`src/design/csvfs_pkg.sv`:
```
// Shared types and constants for the CSV field splitter.
package csvfs_pkg;

  // Character codes the parser reacts to
  localparam logic [7:0] CH_QUOTE   = 8'h22;
  localparam logic [7:0] CH_NEWLINE = 8'h0A;
  localparam logic [7:0] CH_NUL     = 8'h00;

  // Reset value of the field separator (comma)
  localparam logic [7:0] SEP_RESET = 8'h2C;

  // Result queue depth and derived widths
  localparam int unsigned QDepth = 4;
  localparam int unsigned QPtrW  = $clog2(QDepth);
  localparam int unsigned QCntW  = $clog2(QDepth + 1);

  // Parser modes, one-hot
  typedef enum logic [5:0] {
    MODE_LINE_START  = 6'b000001,
    MODE_FIELD_START = 6'b000010,
    MODE_PLAIN       = 6'b000100,
    MODE_QUOTED      = 6'b001000,
    MODE_QUOTE_SEEN  = 6'b010000,
    MODE_DONE        = 6'b100000
  } mode_t;

  // One result item
  typedef struct packed {
    logic [7:0] out_byte;
    logic       byte_valid;
    logic       field_end;
    logic       line_end;
    logic       run_last;
  } result_t;

  // Results produced by one input byte
  typedef struct packed {
    result_t [1:0] res;   // res[0] is delivered first
    logic    [1:0] count; // 0, 1 or 2
  } step_out_t;

endpackage

```
`src/design/csvfs_step.sv`:
```
// Per-byte parse step: next mode and the results one byte produces.
module csvfs_step (
  input  csvfs_pkg::mode_t     mode,
  input  logic [7:0]           data_byte,
  input  logic                 is_last,
  input  logic [7:0]           field_separator,
  output csvfs_pkg::mode_t     mode_next,
  output csvfs_pkg::step_out_t step_out
);

  csvfs_pkg::mode_t   cur;
  csvfs_pkg::mode_t   mid;
  csvfs_pkg::result_t prim;
  csvfs_pkg::result_t tail;
  logic               prim_v;
  logic               tail_v;
  logic               open;

  // Unused mode codes behave as line start
  always_comb begin
    unique case (mode)
      csvfs_pkg::MODE_LINE_START,
      csvfs_pkg::MODE_FIELD_START,
      csvfs_pkg::MODE_PLAIN,
      csvfs_pkg::MODE_QUOTED,
      csvfs_pkg::MODE_QUOTE_SEEN,
      csvfs_pkg::MODE_DONE:        cur = mode;
      default:                     cur = csvfs_pkg::MODE_LINE_START;
    endcase
  end

  // Byte handling
  always_comb begin
    prim   = '0;
    prim_v = 1'b0;
    mid    = cur;
    open   = (cur != csvfs_pkg::MODE_LINE_START);
    if (cur != csvfs_pkg::MODE_DONE) begin
      priority if (data_byte == csvfs_pkg::CH_NUL) begin
        prim_v         = open;
        prim.field_end = 1'b1;
        prim.line_end  = 1'b1;
        mid            = csvfs_pkg::MODE_DONE;
      end else if (data_byte == csvfs_pkg::CH_NEWLINE) begin
        prim_v         = open;
        prim.field_end = 1'b1;
        prim.line_end  = 1'b1;
        mid            = csvfs_pkg::MODE_LINE_START;
      end else if (cur == csvfs_pkg::MODE_QUOTED) begin
        if (data_byte == csvfs_pkg::CH_QUOTE) begin
          mid = csvfs_pkg::MODE_QUOTE_SEEN;
        end else begin
          prim_v          = 1'b1;
          prim.out_byte   = data_byte;
          prim.byte_valid = 1'b1;
        end
      end else if (cur == csvfs_pkg::MODE_QUOTE_SEEN &&
                   data_byte == csvfs_pkg::CH_QUOTE) begin
        // doubled quote gives one literal quote
        prim_v          = 1'b1;
        prim.out_byte   = csvfs_pkg::CH_QUOTE;
        prim.byte_valid = 1'b1;
        mid             = csvfs_pkg::MODE_QUOTED;
      end else if (data_byte == field_separator) begin
        prim_v         = 1'b1;
        prim.field_end = 1'b1;
        mid            = csvfs_pkg::MODE_FIELD_START;
      end else if (data_byte == csvfs_pkg::CH_QUOTE &&
                   (cur == csvfs_pkg::MODE_LINE_START ||
                    cur == csvfs_pkg::MODE_FIELD_START)) begin
        mid = csvfs_pkg::MODE_QUOTED;
      end else begin
        prim_v          = 1'b1;
        prim.out_byte   = data_byte;
        prim.byte_valid = 1'b1;
        mid             = csvfs_pkg::MODE_PLAIN;
      end
    end
  end

  // End of file closes an open line and rearms for a new file
  always_comb begin
    tail           = '0;
    tail.field_end = 1'b1;
    tail.line_end  = 1'b1;
    tail.run_last  = 1'b1;
    tail_v         = is_last && (mid != csvfs_pkg::MODE_LINE_START) &&
                     (mid != csvfs_pkg::MODE_DONE);
    mode_next      = is_last ? csvfs_pkg::MODE_LINE_START : mid;
  end

  // Order results: byte result first, line close second
  always_comb begin
    csvfs_pkg::result_t first;
    first          = prim;
    first.run_last = !tail_v;
    step_out.res[0] = prim_v ? first : tail;
    step_out.res[1] = tail;
    step_out.count  = {1'b0, prim_v} + {1'b0, tail_v};
  end

endmodule

```
`src/design/csv_field_splitter.sv`:
```
// Top level of the CSV field splitter: input handshake, separator and mode registers, result queue.
//
// Usage:
//   s_axis_* carries one text byte per item (tdata = data_byte, tlast = is_last).
//   m_axis_* carries result items: tdata = out_byte, tuser = byte_valid,
//   field_end, line_end (from bit 0 up), tlast = last result of its input byte.
//   cfg_we/cfg_wdata write the field separator; write only while idle.
// Each result is written into the result queue and offered from there.
// Throughput: one byte per cycle while the receiver takes results and each
//   byte makes at most one result; for a byte that makes two results (last
//   byte closing a line) the extra result is absorbed by the four-entry result queue.
// The input takes a byte whenever the queue has room for two results, so a
//   byte can be accepted while earlier results still wait to be taken.
// When the receiver stalls, the queue fills and s_axis_tready drops; no
//   result is lost or repeated.
// Reset: synchronous, active high; clears the queue, sets the mode to line
//   start and the separator to a comma.
module csv_field_splitter (
  input  logic       clk,
  input  logic       rst,
  // config
  input  logic       cfg_we,
  input  logic [7:0] cfg_wdata,     // field_separator
  // input stream
  input  logic       s_axis_tvalid,
  output logic       s_axis_tready,
  input  logic [7:0] s_axis_tdata,  // [7:0] data_byte
  input  logic       s_axis_tlast,  // is_last
  // output stream
  output logic       m_axis_tvalid,
  input  logic       m_axis_tready,
  output logic [7:0] m_axis_tdata,  // [7:0] out_byte
  output logic [2:0] m_axis_tuser,  // [0] byte_valid, [1] field_end, [2] line_end
  output logic       m_axis_tlast   // run_last
);

  logic [7:0]                  field_separator;
  csvfs_pkg::mode_t            mode;
  csvfs_pkg::mode_t            mode_next;
  csvfs_pkg::step_out_t        step_out;
  csvfs_pkg::result_t          queue [csvfs_pkg::QDepth];
  logic [csvfs_pkg::QPtrW-1:0] wr_ptr;
  logic [csvfs_pkg::QPtrW-1:0] rd_ptr;
  logic [csvfs_pkg::QCntW-1:0] count;
  logic                        in_acc;
  logic                        out_acc;
  logic [1:0]                  push_n;
  csvfs_pkg::result_t          head;

  // Parse step
  csvfs_step u_step (
    .mode            (mode),
    .data_byte       (s_axis_tdata),
    .is_last         (s_axis_tlast),
    .field_separator (field_separator),
    .mode_next       (mode_next),
    .step_out        (step_out)
  );

  // Handshakes
  assign s_axis_tready = (count <= csvfs_pkg::QCntW'(csvfs_pkg::QDepth - 2));
  assign in_acc        = s_axis_tvalid && s_axis_tready;
  assign out_acc       = m_axis_tvalid && m_axis_tready;
  assign push_n        = in_acc ? step_out.count : 2'd0;

  // Separator register
  always_ff @(posedge clk) begin
    if (rst) begin
      field_separator <= csvfs_pkg::SEP_RESET;
    end else if (cfg_we) begin
      field_separator <= cfg_wdata;
    end
  end

  // Mode register
  always_ff @(posedge clk) begin
    if (rst) begin
      mode <= csvfs_pkg::MODE_LINE_START;
    end else if (in_acc) begin
      mode <= mode_next;
    end
  end

  // Result queue storage
  always_ff @(posedge clk) begin
    if (push_n != 2'd0) begin
      queue[wr_ptr] <= step_out.res[0];
    end
    if (push_n == 2'd2) begin
      queue[wr_ptr + csvfs_pkg::QPtrW'(1)] <= step_out.res[1];
    end
  end

  // Queue pointers and fill count
  always_ff @(posedge clk) begin
    if (rst) begin
      wr_ptr <= '0;
      rd_ptr <= '0;
      count  <= '0;
    end else begin
      wr_ptr <= wr_ptr + csvfs_pkg::QPtrW'(push_n);
      rd_ptr <= rd_ptr + csvfs_pkg::QPtrW'(out_acc);
      count  <= count + csvfs_pkg::QCntW'(push_n) - csvfs_pkg::QCntW'(out_acc);
    end
  end

  // Output side
  assign head          = queue[rd_ptr];
  assign m_axis_tvalid = (count != '0);
  assign m_axis_tdata  = head.out_byte;
  assign m_axis_tuser  = {head.line_end, head.field_end, head.byte_valid};
  assign m_axis_tlast  = head.run_last;

endmodule

```
`config.mk`:
```
export PLATFORM = sky130hd
export DESIGN_NAME = csv_field_splitter
export DESIGN_NICKNAME = d
export VERILOG_FILES = /design/src/design/csvfs_pkg.sv /design/src/design/csvfs_step.sv /design/src/design/csv_field_splitter.sv
export SDC_FILE = /design/constraint.sdc
export NUM_CORES = 1
export LEC_CHECK = 0
export BUFFER_PORTS_ARGS = -buffer_cell sky130_fd_sc_hd__buf_2
export CAP_MARGIN = 20
export CORE_MARGIN = 5
export CORE_UTILIZATION = 45
export DETAILED_ROUTE_END_ITERATION = 8
export HOLD_SLACK_MARGIN = 0.02
export PLACE_DENSITY_LB_ADDON = 0.3
export SLEW_MARGIN = 10
export SYNTH_ARGS = -nofsm -noshare
export SYNTH_HDL_FRONTEND = slang
export SYNTH_HIERARCHICAL = 1
export SYNTH_SLANG_ARGS = --single-unit
```
`constraint.sdc`:
```
create_clock -name clk -period 5.63 [get_ports clk]
set_clock_uncertainty 0.05 [all_clocks]
set_input_delay 0 -clock clk [delete_from_list [all_inputs] [get_ports clk]]
set_output_delay 0 -clock clk [all_outputs]
set_load 0.01 [all_outputs]
```
==> results of run 1 <==
-- repair_timing --
action | 4_1_cts | 5_1_grt
endpoints found under the hold margin | 19 | 0
endpoints found under the setup margin | 0 | 0
hold buffers | 19 | 0
setup buffers | 0 | 0
-- Yosys cell counts, types with 2 or more instances --
library cell | number | share of area (%)
o21ai_0 | 9 | 1.1
and2_1 | 2 | 0.31
conb_1 | 2 | 0.19
nor2_1 | 18 | 1.7
a211o_1 | 3 | 0.66
buf_4 | 13 | 2.4
inv_1 | 11 | 1.0
nor4_2 | 2 | 0.63
nand2_1 | 6 | 0.56
mux4_2 | 12 | 6.8
clkbuf_1 | 4 | 0.38
nand4b_1 | 2 | 0.44
and4_1 | 2 | 0.44
buf_6 | 2 | 0.56
nand4_2 | 3 | 0.94
dfxtp_1 | 21 | 11
mux2_4 | 9 | 3.4
or3_1 | 2 | 0.31
a21boi_0 | 2 | 0.38
nand4_1 | 2 | 0.31
edfxtp_1 | 48 | 36
nand3_1 | 10 | 1.3
nor2b_1 | 6 | 0.94
a21oi_1 | 8 | 1.0
xor2_1 | 11 | 2.4
mux2i_1 | 6 | 1.5
nor3_1 | 8 | 1.0
and3_1 | 9 | 1.4
xnor2_1 | 4 | 0.88
ha_1 | 7 | 2.2
o211ai_1 | 2 | 0.38
mux2_2 | 39 | 11
buf_2 | 6 | 0.75
nor4b_2 | 2 | 0.75
-- logic make-up (layout without fill, tap and decap cells) --
family,count (synthesis),after routing
AOI/OAI and AO/OA,33,33
muxes,68,68
adders and majority gates,8,8
xor gates and xnor gates,15,15
DFF,69,69
buffers and inverters,39,86
and+or+nand+nor,82,82
other,2,12
-- where the power goes --
group	switching [mW]	internal, mW	leakage [nW]
clock	0.192	0.250	0.110
sequential	0.0518	0.602	0.617
combinational	0.182	0.192	1.03
-- metal layers --
layer  GRT usage [%]  up-vias
li1                -     1270
met1            19.8     1244
met4            4.72        0
met5               0        -
met3            3.91        4
met2            28.2       60
-- worst min-delay path by stage --
stage          slack (ns)          start                              end  cells after the start
2_1_floorplan        0.02            rst             rd_ptr[0]$_SDFF_PP0_                      1
3_3_place_gp         0.16   cfg_wdata[2]  field_separator[2]$_SDFFE_PP1P_                      2
3_5_place_dp         0.16   cfg_wdata[2]  field_separator[2]$_SDFFE_PP1P_                      2
4_1_cts              0.08  m_axis_tready             rd_ptr[0]$_SDFF_PP0_                      4
5_1_grt              0.10  m_axis_tready             rd_ptr[0]$_SDFF_PP0_                      4
6_report             0.09  m_axis_tready             rd_ptr[0]$_SDFF_PP0_                      4
-- tightest hold or removal path: stages --
cell and delay (ns):
buf_2 0.07, and2_1 0.15, ha_1 0.12, nor2b_1 0.10
-- final cells by class --
type	instances	share of cell area, %
clock buffer	10	2.78
sequential	69	40.5
timing repair buffer	58	8.68
clock inverter	6	1.91
inverter	12	0.980
tap	108	2.94
multi-input combinational	218	42.2
-- sequential cells by signal, summed over array words and instances, names as in the netlist --
signal           flops
wr_ptr               2
field_separator      8
rd_ptr               2
mode                 6
queue               48
count                3
-- through the flow --
stage	setup WS (ns)	hold WS [ns]	instances	utilization (%)	power, mW
4_1_cts	1.60	0.0802	481	53.0	1.49
6_report	1.65	0.0923	481	53.0	1.47
2_1_floorplan	2.40	0.0216	326	-	0.926
3_3_place_gp	1.67	0.159	445	48.2	1.02
3_5_place_dp	1.63	0.163	446	48.3	1.03
5_1_grt	1.35	0.104	481	53.0	1.56
==> results.py, run 1 <==
metrics = {
    "cells_and_area": {
        "fin_area_um2": 4600,
        "num-fill-cells": 796,
        "layout_common_cells": "48 x edfxtp_1, 39 x mux2_2, 35 x buf_2",
        "layout-drive-gt1-share_pct": 34.6,
        "multi_input_area_um2": 1940,
        "seq_area_um2": 1860,
        "final_common_cell": "edfxtp_1",
        "nets": 398,
        "num_antenna_cells": 0,
        "area_growth_pct": 15.1,
    },
    "worst_setup_path": {
        "path_max_fanout": 13,
        "r2r_end": "queue[0][11]$_DFFE_PP_",
        "critPathBufInv": 1,
        "endpoint_kind": "register",
        "cp_top_family": "simple AND/OR/NAND/NOR gates",
        "crit_start": "mode[1]$_SDFFE_PP0N_",
        "endpoint": "queue[0][11]$_DFFE_PP_",
        "r2r_slack_ns": 1.65,
        "r2r_start": "mode[1]$_SDFFE_PP0N_",
        "cp.arrival_ns": 3.98,
        "max_stage_delay_ns": 0.71,
        "worstPathRequired_ns": 5.63,
        "reg2regPathDepth": 10,
        "slowest_stage": "and4_1",
        "cp-start-kind": "register",
        "crit_cells": 10,
        "worstPathCellList": "nor2_1 > nand4b_1 > and3_1 > a21oi_1 > o21a_1 > ha_1 > and3b_4 > and4_1 > o21bai_1 > buf_6",
        "worst-setup-path-type": "register to register",
    },
    "sta": {
        "setup_violations": 0,
        "hold_viol": 0,
        "fmax_mhz": 251,
        "fin_crit_ns": 3.98,
        "relSlewSlack_pct": 38.3,
        "maxSlewViolCount": 0,
        "timing.final.crit_share_pct": 70.7,
        "tightest_slew_ns": 0.916,
        "rsz0062_at_grt": "false",
        "tns_ns": 0,
    },
    "global_routing": {
        "antenna_found_initial": 0,
        "grt_pass1_wl_um": 14000,
        "grt_pass1_vias": 2756,
        "grt_max_degree": 22,
        "grt_overflow": 0,
        "track_usage_pct": 16.2,
    },
    "synth": {
        "synth-compound-area-share_pct": 5.67,
        "ys_async_sr_fraction_pct": 0,
        "synth-xor-area-share_pct": 3.29,
        "netlist_area_um2": 3990,
        "synthMuxAreaShare_pct": 23.3,
        "synth_ff_type": "edfxtp_1",
        "ys_seq_elements": 69,
        "synth_cells": 316,
        "synthSimpleGateAreaFrac_pct": 12.5,
        "postSynthAreaPerCell_um2": 12.6,
        "synth_top_family_by_area": "multiplexers",
        "yosysSeqAreaShare_pct": 46.6,
        "synthAdderAreaFrac_pct": 2.69,
        "yosysWarnings": 6,
        "yosysUniqueCellTypes": 57,
        "synth_edf_count": 48,
    },
    "placement": {
        "dpl.hpwl_um": 5990,
        "placed_area_um2": 4190,
        "place_congestion": 0.933,
        "portBuffers": 35,
    },
    "job": {
        "drv_cap": 0,
    },
    "detailed_routing": {
        "wl_met3_um": 388,
        "viasPerCell": 5.36,
        "ant_nets": 0,
        "drt-total-wl_um": 8280,
        "wire_per_inst_um": 17.2,
        "drtIter0Drc": 130,
        "drt-pass1-iter-count": 4,
        "wl_met2_um": 4250,
        "num_vias": 2578,
        "remaining_drc_errors": 0,
        "wl_met1_um": 3590,
        "dr.max_layer_used": "met4",
    },
    "hold_path": {
        "hp-class": "input pin to register",
    },
    "clocking": {
        "htree_levels": 3,
        "cts_num_sinks": 69,
        "cts.path.max_buffers": 2,
        "clk_pin_slew_ns": 0.07,
        "cts_tree": "yes",
        "root_buffer": "clkbuf_8",
        "postCtsResizedCells": 0,
        "clk_latency_ns": 0.34,
        "cts_buffers": 9,
    },
    "power": {
        "peakVddDrop_uv": 175,
        "leakage_nw": 1.76,
        "power_density_nw_per_um2": 320,
    },
    "die": {
        "start_util_pct": 46.0,
        "io_pins": 36,
        "core_area_um2": 8680,
        "core.rowCount": 34,
        "dieHeight_um": 104,
        "die_area_um2": 10900,
        "die_x_um": 104,
    },
    "run_status": {
        "outcome": "complete, no violations",
    },
}
Power figures use the tool's default switching activity.
==> inputs of run 2 (changes only) <==
--- a/config.mk
+++ b/config.mk
@@ -5,6 +5,7 @@
 export SDC_FILE = /design/constraint.sdc
 export NUM_CORES = 1
 export LEC_CHECK = 0
+export ABC_AREA = 1
 export BUFFER_PORTS_ARGS = -buffer_cell sky130_fd_sc_hd__buf_2
 export CAP_MARGIN = 20
 export CORE_MARGIN = 5
==> constraint.sdc (replaced) <==
create_clock -name clk -period 4 [get_ports clk]
set_clock_uncertainty 0.05 [all_clocks]
set_input_delay 0 -clock clk [delete_from_list [all_inputs] [get_ports clk]]
set_output_delay 0 -clock clk [all_outputs]
set_load 0.01 [all_outputs]
==> results.py, run 2 <==
metrics = {
    "run_status": {
        "outcome": "complete, no violations",
    },
    "clocking": {
        "cts.path.max_buffers": 2,
        "cts_num_sinks": 69,
        "cts_buffers": 9,
        "root_buffer": "clkbuf_8",
        "clk_pin_slew_ns": 0.07,
        "cts_tree": "yes",
        "htree_levels": 3,
        "postCtsResizedCells": 0,
        "clk_latency_ns": 0.34,
    },
    "power": {
        "peakVddDrop_uv": 255,
        "finalPower_mw": 2.31,
        "power_density_nw_per_um2": 468,
        "leakage_nw": 2.16,
    },
    "detailed_routing": {
        "drt-pass1-iter-count": 5,
        "drt-total-wl_um": 10700,
        "viasPerCell": 5.28,
        "wl_met3_um": 848,
        "wire_per_inst_um": 14.4,
        "wl_met2_um": 5190,
        "wl_met1_um": 4490,
        "dr.max_layer_used": "met4",
        "num_vias": 3926,
        "ant_nets": 0,
        "remaining_drc_errors": 0,
        "drtIter0Drc": 363,
    },
    "worst_setup_path": {
        "crit_start": "mode[5]$_SDFFE_PP0N_",
        "endpoint_kind": "register",
        "worstPathRequired_ns": 4.19,
        "worst-setup-path-type": "register to register",
        "path_max_fanout": 5,
        "cp-start-kind": "register",
        "cp.arrival_ns": 3.21,
        "r2r_start": "mode[5]$_SDFFE_PP0N_",
    },
    "cells_and_area": {
        "area_growth_pct": 13.9,
        "layout-drive-gt1-share_pct": 13.0,
        "final_common_cell": "nand2_1",
        "largest_register": "queue",
        "nets": 640,
        "largestRegisters": "queue x48, field_separator x8, mode x6",
        "num_antenna_cells": 0,
        "fin_cells": 744,
        "largest_register_ffs": 48,
        "layout_common_cells": "108 x nand2_1, 77 x nor2_1, 59 x nand3_1",
    },
    "synth": {
        "synth_commonest_cells": "108 x nand2_1, 77 x nor2_1, 59 x nand3_1",
        "yosysTopAreaCell": "edfxtp_1",
        "yosysSeqAreaShare_pct": 43.0,
        "ys_async_sr_fraction_pct": 0,
        "postSynthAreaPerCell_um2": 7.68,
        "yosysUniqueCellTypes": 30,
        "netlist_area_um2": 4330,
        "synth_ff_type": "edfxtp_1",
        "synth_top_area_share_pct": 33.3,
        "ys_seq_elements": 69,
        "synth_edf_count": 48,
        "yosysWarnings": 6,
        "synth.area.top_cells": "edfxtp_1 33%, dfxtp_1 9.7%, nand2_1 9.4%",
        "synth_cells": 564,
        "yosysMostFrequentCell": "nand2_1",
    },
    "die": {
        "die_x_um": 108,
        "core.rowCount": 35,
        "die_area_um2": 11700,
        "start_util_pct": 46.5,
        "core_area_um2": 9330,
        "dieHeight_um": 108,
        "io_pins": 36,
    },
    "sta": {
        "tns_ns": 0,
        "fmax_mhz": 330,
        "relSlewSlack_pct": 28.1,
        "hold_viol": 0,
        "rsz0062_at_grt": "false",
        "whs_ns": 0.0598,
        "maxSlewViolCount": 0,
        "setup_violations": 0,
        "fin_crit_ns": 3.03,
        "tightest_slew_ns": 1.08,
        "timing.final.crit_share_pct": 75.7,
    },
    "global_routing": {
        "grt_overflow": 0,
        "grt_pass1_vias": 3852,
        "grt_max_degree": 53,
        "grt_pass1_wl_um": 18000,
        "track_usage_pct": 19.3,
        "antenna_found_initial": 0,
    },
    "placement": {
        "place_congestion": 0.839,
        "dpl.hpwl_um": 7200,
        "portBuffers": 35,
        "place_inst": 710,
    },
    "hold_path": {
        "worstHoldStart": "s_axis_tlast",
        "hp-class": "input pin to register",
    },
    "job": {
        "drv_cap": 0,
    },
}
==> run 2: routing by layer <==
layer	track usage, %	up-vias
li1	-	1933
met1	23.9	1820
met2	33.3	151
met3	4.18	22
met4	6.58	0
met5	0	-
==> run 2: where the power goes <==
group | internal, mW | switching (mW)
combinational | 0.286 | 0.556
sequential | 0.874 | 0.0577
clock | 0.282 | 0.253
==> run 2: area by class of cell <==
class	instances	area, um^2
clock buffers	10	128
clock inverters	6	53.8
fillers	880	4390
inverters	65	244
multi-input cells	402	2060
flip-flops and latches	69	1860
well taps	129	161
repair buffers	63	430
==> run 2: timing repair <==
| item | in CTS | in global routing |
|---|---|---|
| hold buffers | 18 | 0 |
| hold endpoints to repair | 15 | 0 |
| buffers inserted | 0 | 0 |
==> run 2: path summary, 6_finish.rpt <==
kind	cells after the start	end	slack [ns]
max	18	count[2]$_SDFF_PP0_	0.97
min	5	mode[0]$_SDFFE_PP1N_	0.06
max reg2reg	18	count[2]$_SDFF_PP0_	0.97
min reg2reg	2	field_separator[3]$_SDFFE_PP1P_	0.43
==> run 2: kinds of logic after synthesis <==
group,synth area share [%]
DFF,43.0
AOI/OAI and AO/OA,16.1
and+or+nand+nor,26.4
buffers and inverters,10.5
adders and majority gates,2.48
other,0.173
xor gates and xnor gates,1.41
==> run 2: per-stage QoR <==
stage	area (um^2)	utilization (%)	setup WS (ns)
2_1_floorplan	4370	-	0.797
3_3_place_gp	4570	49.0	1.06
3_5_place_dp	4570	49.0	0.993
4_1_cts	4930	52.9	0.959
5_1_grt	4930	52.9	0.602
6_report	4930	52.9	0.973
==> run 2: worst max-delay path, cell delays in order (launching register included) <==
cell and delay [ns]:
dfxtp_1 0.34, nor2_1 0.19, nand4_1 0.19, nor2_1 0.20
inv_2 0.09, nand2_1 0.07, nor2_1 0.06, ha_1 0.30
inv_1 0.07, nor2_1 0.16, inv_1 0.06, ha_1 0.28
inv_1 0.06, ha_1 0.13, inv_1 0.05, fa_1 0.36
xor2_1 0.17, inv_1 0.06, nor2_1 0.03
==> inputs of run 3 (changes only) <==
==> constraint.sdc (replaced) <==
create_clock -name clk -period 2.8 [get_ports clk]
set_clock_uncertainty 0.05 [all_clocks]
set_input_delay 0 -clock clk [delete_from_list [all_inputs] [get_ports clk]]
set_output_delay 0 -clock clk [all_outputs]
set_load 0.01 [all_outputs]
==> results.py, run 3 (synthesis gave the netlist of run 2 again) <==
metrics = {
    "run_status": {
        "outcome": "finished with violations",
        "violations": "negative setup slack",
    },
    "detailed_routing": {
        "viasPerCell": 5.13,
        "drt-total-wl_um": 11300,
        "drt-pass1-iter-count": 4,
        "num_vias": 3954,
        "ant_nets": 0,
        "wire_per_inst_um": 14.7,
        "remaining_drc_errors": 0,
        "drtIter0Drc": 289,
    },
    "cells_and_area": {
        "layout_common_cells": "106 x nand2_1, 74 x nor2_1, 58 x nand3_1",
        "area_growth_pct": 21.2,
        "largest_register_ffs": 48,
        "num-fill-cells": 878,
        "fin_area_um2": 5250,
        "fin_cells": 771,
        "largestRegisters": "queue x48, field_separator x8, mode x6",
        "num_antenna_cells": 0,
        "largest_register": "queue",
        "nets": 668,
        "utilization_pct": 56.3,
        "final_common_cell": "nand2_1",
        "layout-drive-gt1-share_pct": 19.8,
    },
    "global_routing": {
        "grt_util_met3_pct": 3.88,
        "grt_max_degree": 33,
        "antenna_found_initial": 0,
        "track_usage_pct": 19.9,
        "met2_usage_pct": 34.8,
        "use_met1_pct": 24.6,
        "top_usage_layer": "met2",
        "grt_pass1_vias": 3854,
        "grt_pass1_wl_um": 18300,
        "grt_overflow": 0,
    },
    "worst_setup_path": {
        "r2r_slack_ns": -0.07,
        "endpoint_kind": "register",
        "worst-setup-path-type": "register to register",
        "cp.arrival_ns": 3.06,
        "path_max_fanout": 4,
        "critPathBufInv": 6,
        "cpMostUsedCell": "inv_2",
        "max_stage_delay_ns": 0.37,
        "cp_top_family": "adder cells",
        "slowest_stage": "dfxtp_4",
        "worstPathRequired_ns": 2.99,
        "cp-start-kind": "register",
        "worstPathCellList": "nor2_4 > inv_2 > nor2_4 > nand2_2 > nand2_1 > nor2_1 > o21ai_1 > nand2_1 > nor2_2 > ha_1 > inv_2 > nor2_4 > inv_2 > ha_4 > inv_2 > ha_4 > inv_2 > fa_2 > xor2_1 > inv_1 > nor2_1",
    },
    "sta": {
        "timing.final.crit_share_pct": 102,
        "hold_viol": 0,
        "whs_ns": 0.0526,
        "setup_violations": 2,
        "fin_crit_ns": 2.87,
        "fmax_mhz": 349,
        "maxSlewViolCount": 0,
        "tightest_slew_ns": 0.700,
        "relSlewSlack_pct": 53.3,
        "rsz0062_at_grt": "true",
        "setup_ws_ns": -0.0691,
    },
    "clocking": {
        "cts.path.max_buffers": 2,
        "clk_pin_slew_ns": 0.08,
        "clk_latency_ns": 0.35,
        "htree_levels": 3,
        "cts_num_sinks": 69,
        "cts_buffers": 9,
        "root_buffer": "clkbuf_8",
        "cts_tree": "yes",
    },
    "power": {
        "power_density_nw_per_um2": 661,
        "finalPower_mw": 3.47,
        "peakVddDrop_uv": 375,
        "leakage_nw": 2.31,
    },
    "placement": {
        "placed_area_um2": 4740,
        "place_inst": 729,
        "dpl.hpwl_um": 7440,
        "place_congestion": 0.863,
        "portBuffers": 35,
    },
    "die": {
        "die_x_um": 108,
        "dieHeight_um": 108,
        "io_pins": 36,
        "die_area_um2": 11700,
        "start_util_pct": 46.5,
        "core.rowCount": 35,
        "core_area_um2": 9330,
    },
    "job": {
        "drv_cap": 0,
    },
    "hold_path": {
        "hp-class": "input pin to register",
    },
}
## run 3: worst paths after layout
path                                                      start                         endpoint  cells past startpoint
worst max-delay path                       mode[0]$_SDFFE_PP1N_              count[2]$_SDFF_PP0_                     21
worst min-delay path                               s_axis_tlast             mode[5]$_SDFFE_PP0N_                      4
worst max register to register             mode[0]$_SDFFE_PP1N_              count[2]$_SDFF_PP0_                     21
worst min register to register  field_separator[3]$_SDFFE_PP1P_  field_separator[3]$_SDFFE_PP1P_                      2
## run 3: layer usage
layer | vias to the layer above | wire length [um]
met5 | - | 0
met4 | 0 | 229
met3 | 23 | 612
met2 | 123 | 5650
met1 | 1816 | 4820
li1 | 1992 | -
## run 3: stage by stage
stage / setup TNS [ns] / setup slack, ns
floorplan: -4.87 / -0.203
detailed placement: -0.477 / -0.0497
global placement: 0 / 0.00497
global route: -10.07 / -0.305
CTS: -0.0109 / -0.0109
finish: -0.105 / -0.0691
## run 3: power by group
part / switching, mW / total (mW) / internal (mW)
Sequential: 0.0862 / 1.34 / 1.25
Clock: 0.400 / 0.806 / 0.406
Combinational: 0.826 / 1.33 / 0.501
## run 3: area by class of cell
class	count	area (um^2)	share of cell area (%)
Multi-Input combinational cell	402	2120	40.4
Sequential cell	69	1870	35.6
Timing Repair Buffer	91	669	12.7
Inverter	65	244	4.65
Tap cell	129	161	3.07
Clock buffer	9	124	2.36
Clock inverter	6	65.1	1.24
## run 3: tightest hold or removal path, cell delays in order
cell and delay [ns]:
buf_2 0.15, a21oi_1 0.06, o21ai_0 0.16, nor2_1 0.04
## run 3: repair_timing
action	4_1_cts	5_1_grt
buffers inserted	1	5
pin swaps	0	9
endpoints found under the hold margin	14	1
gates resized for setup	8	22
gates cloned	0	1
hold buffers	20	1
setup endpoints to repair	28	24
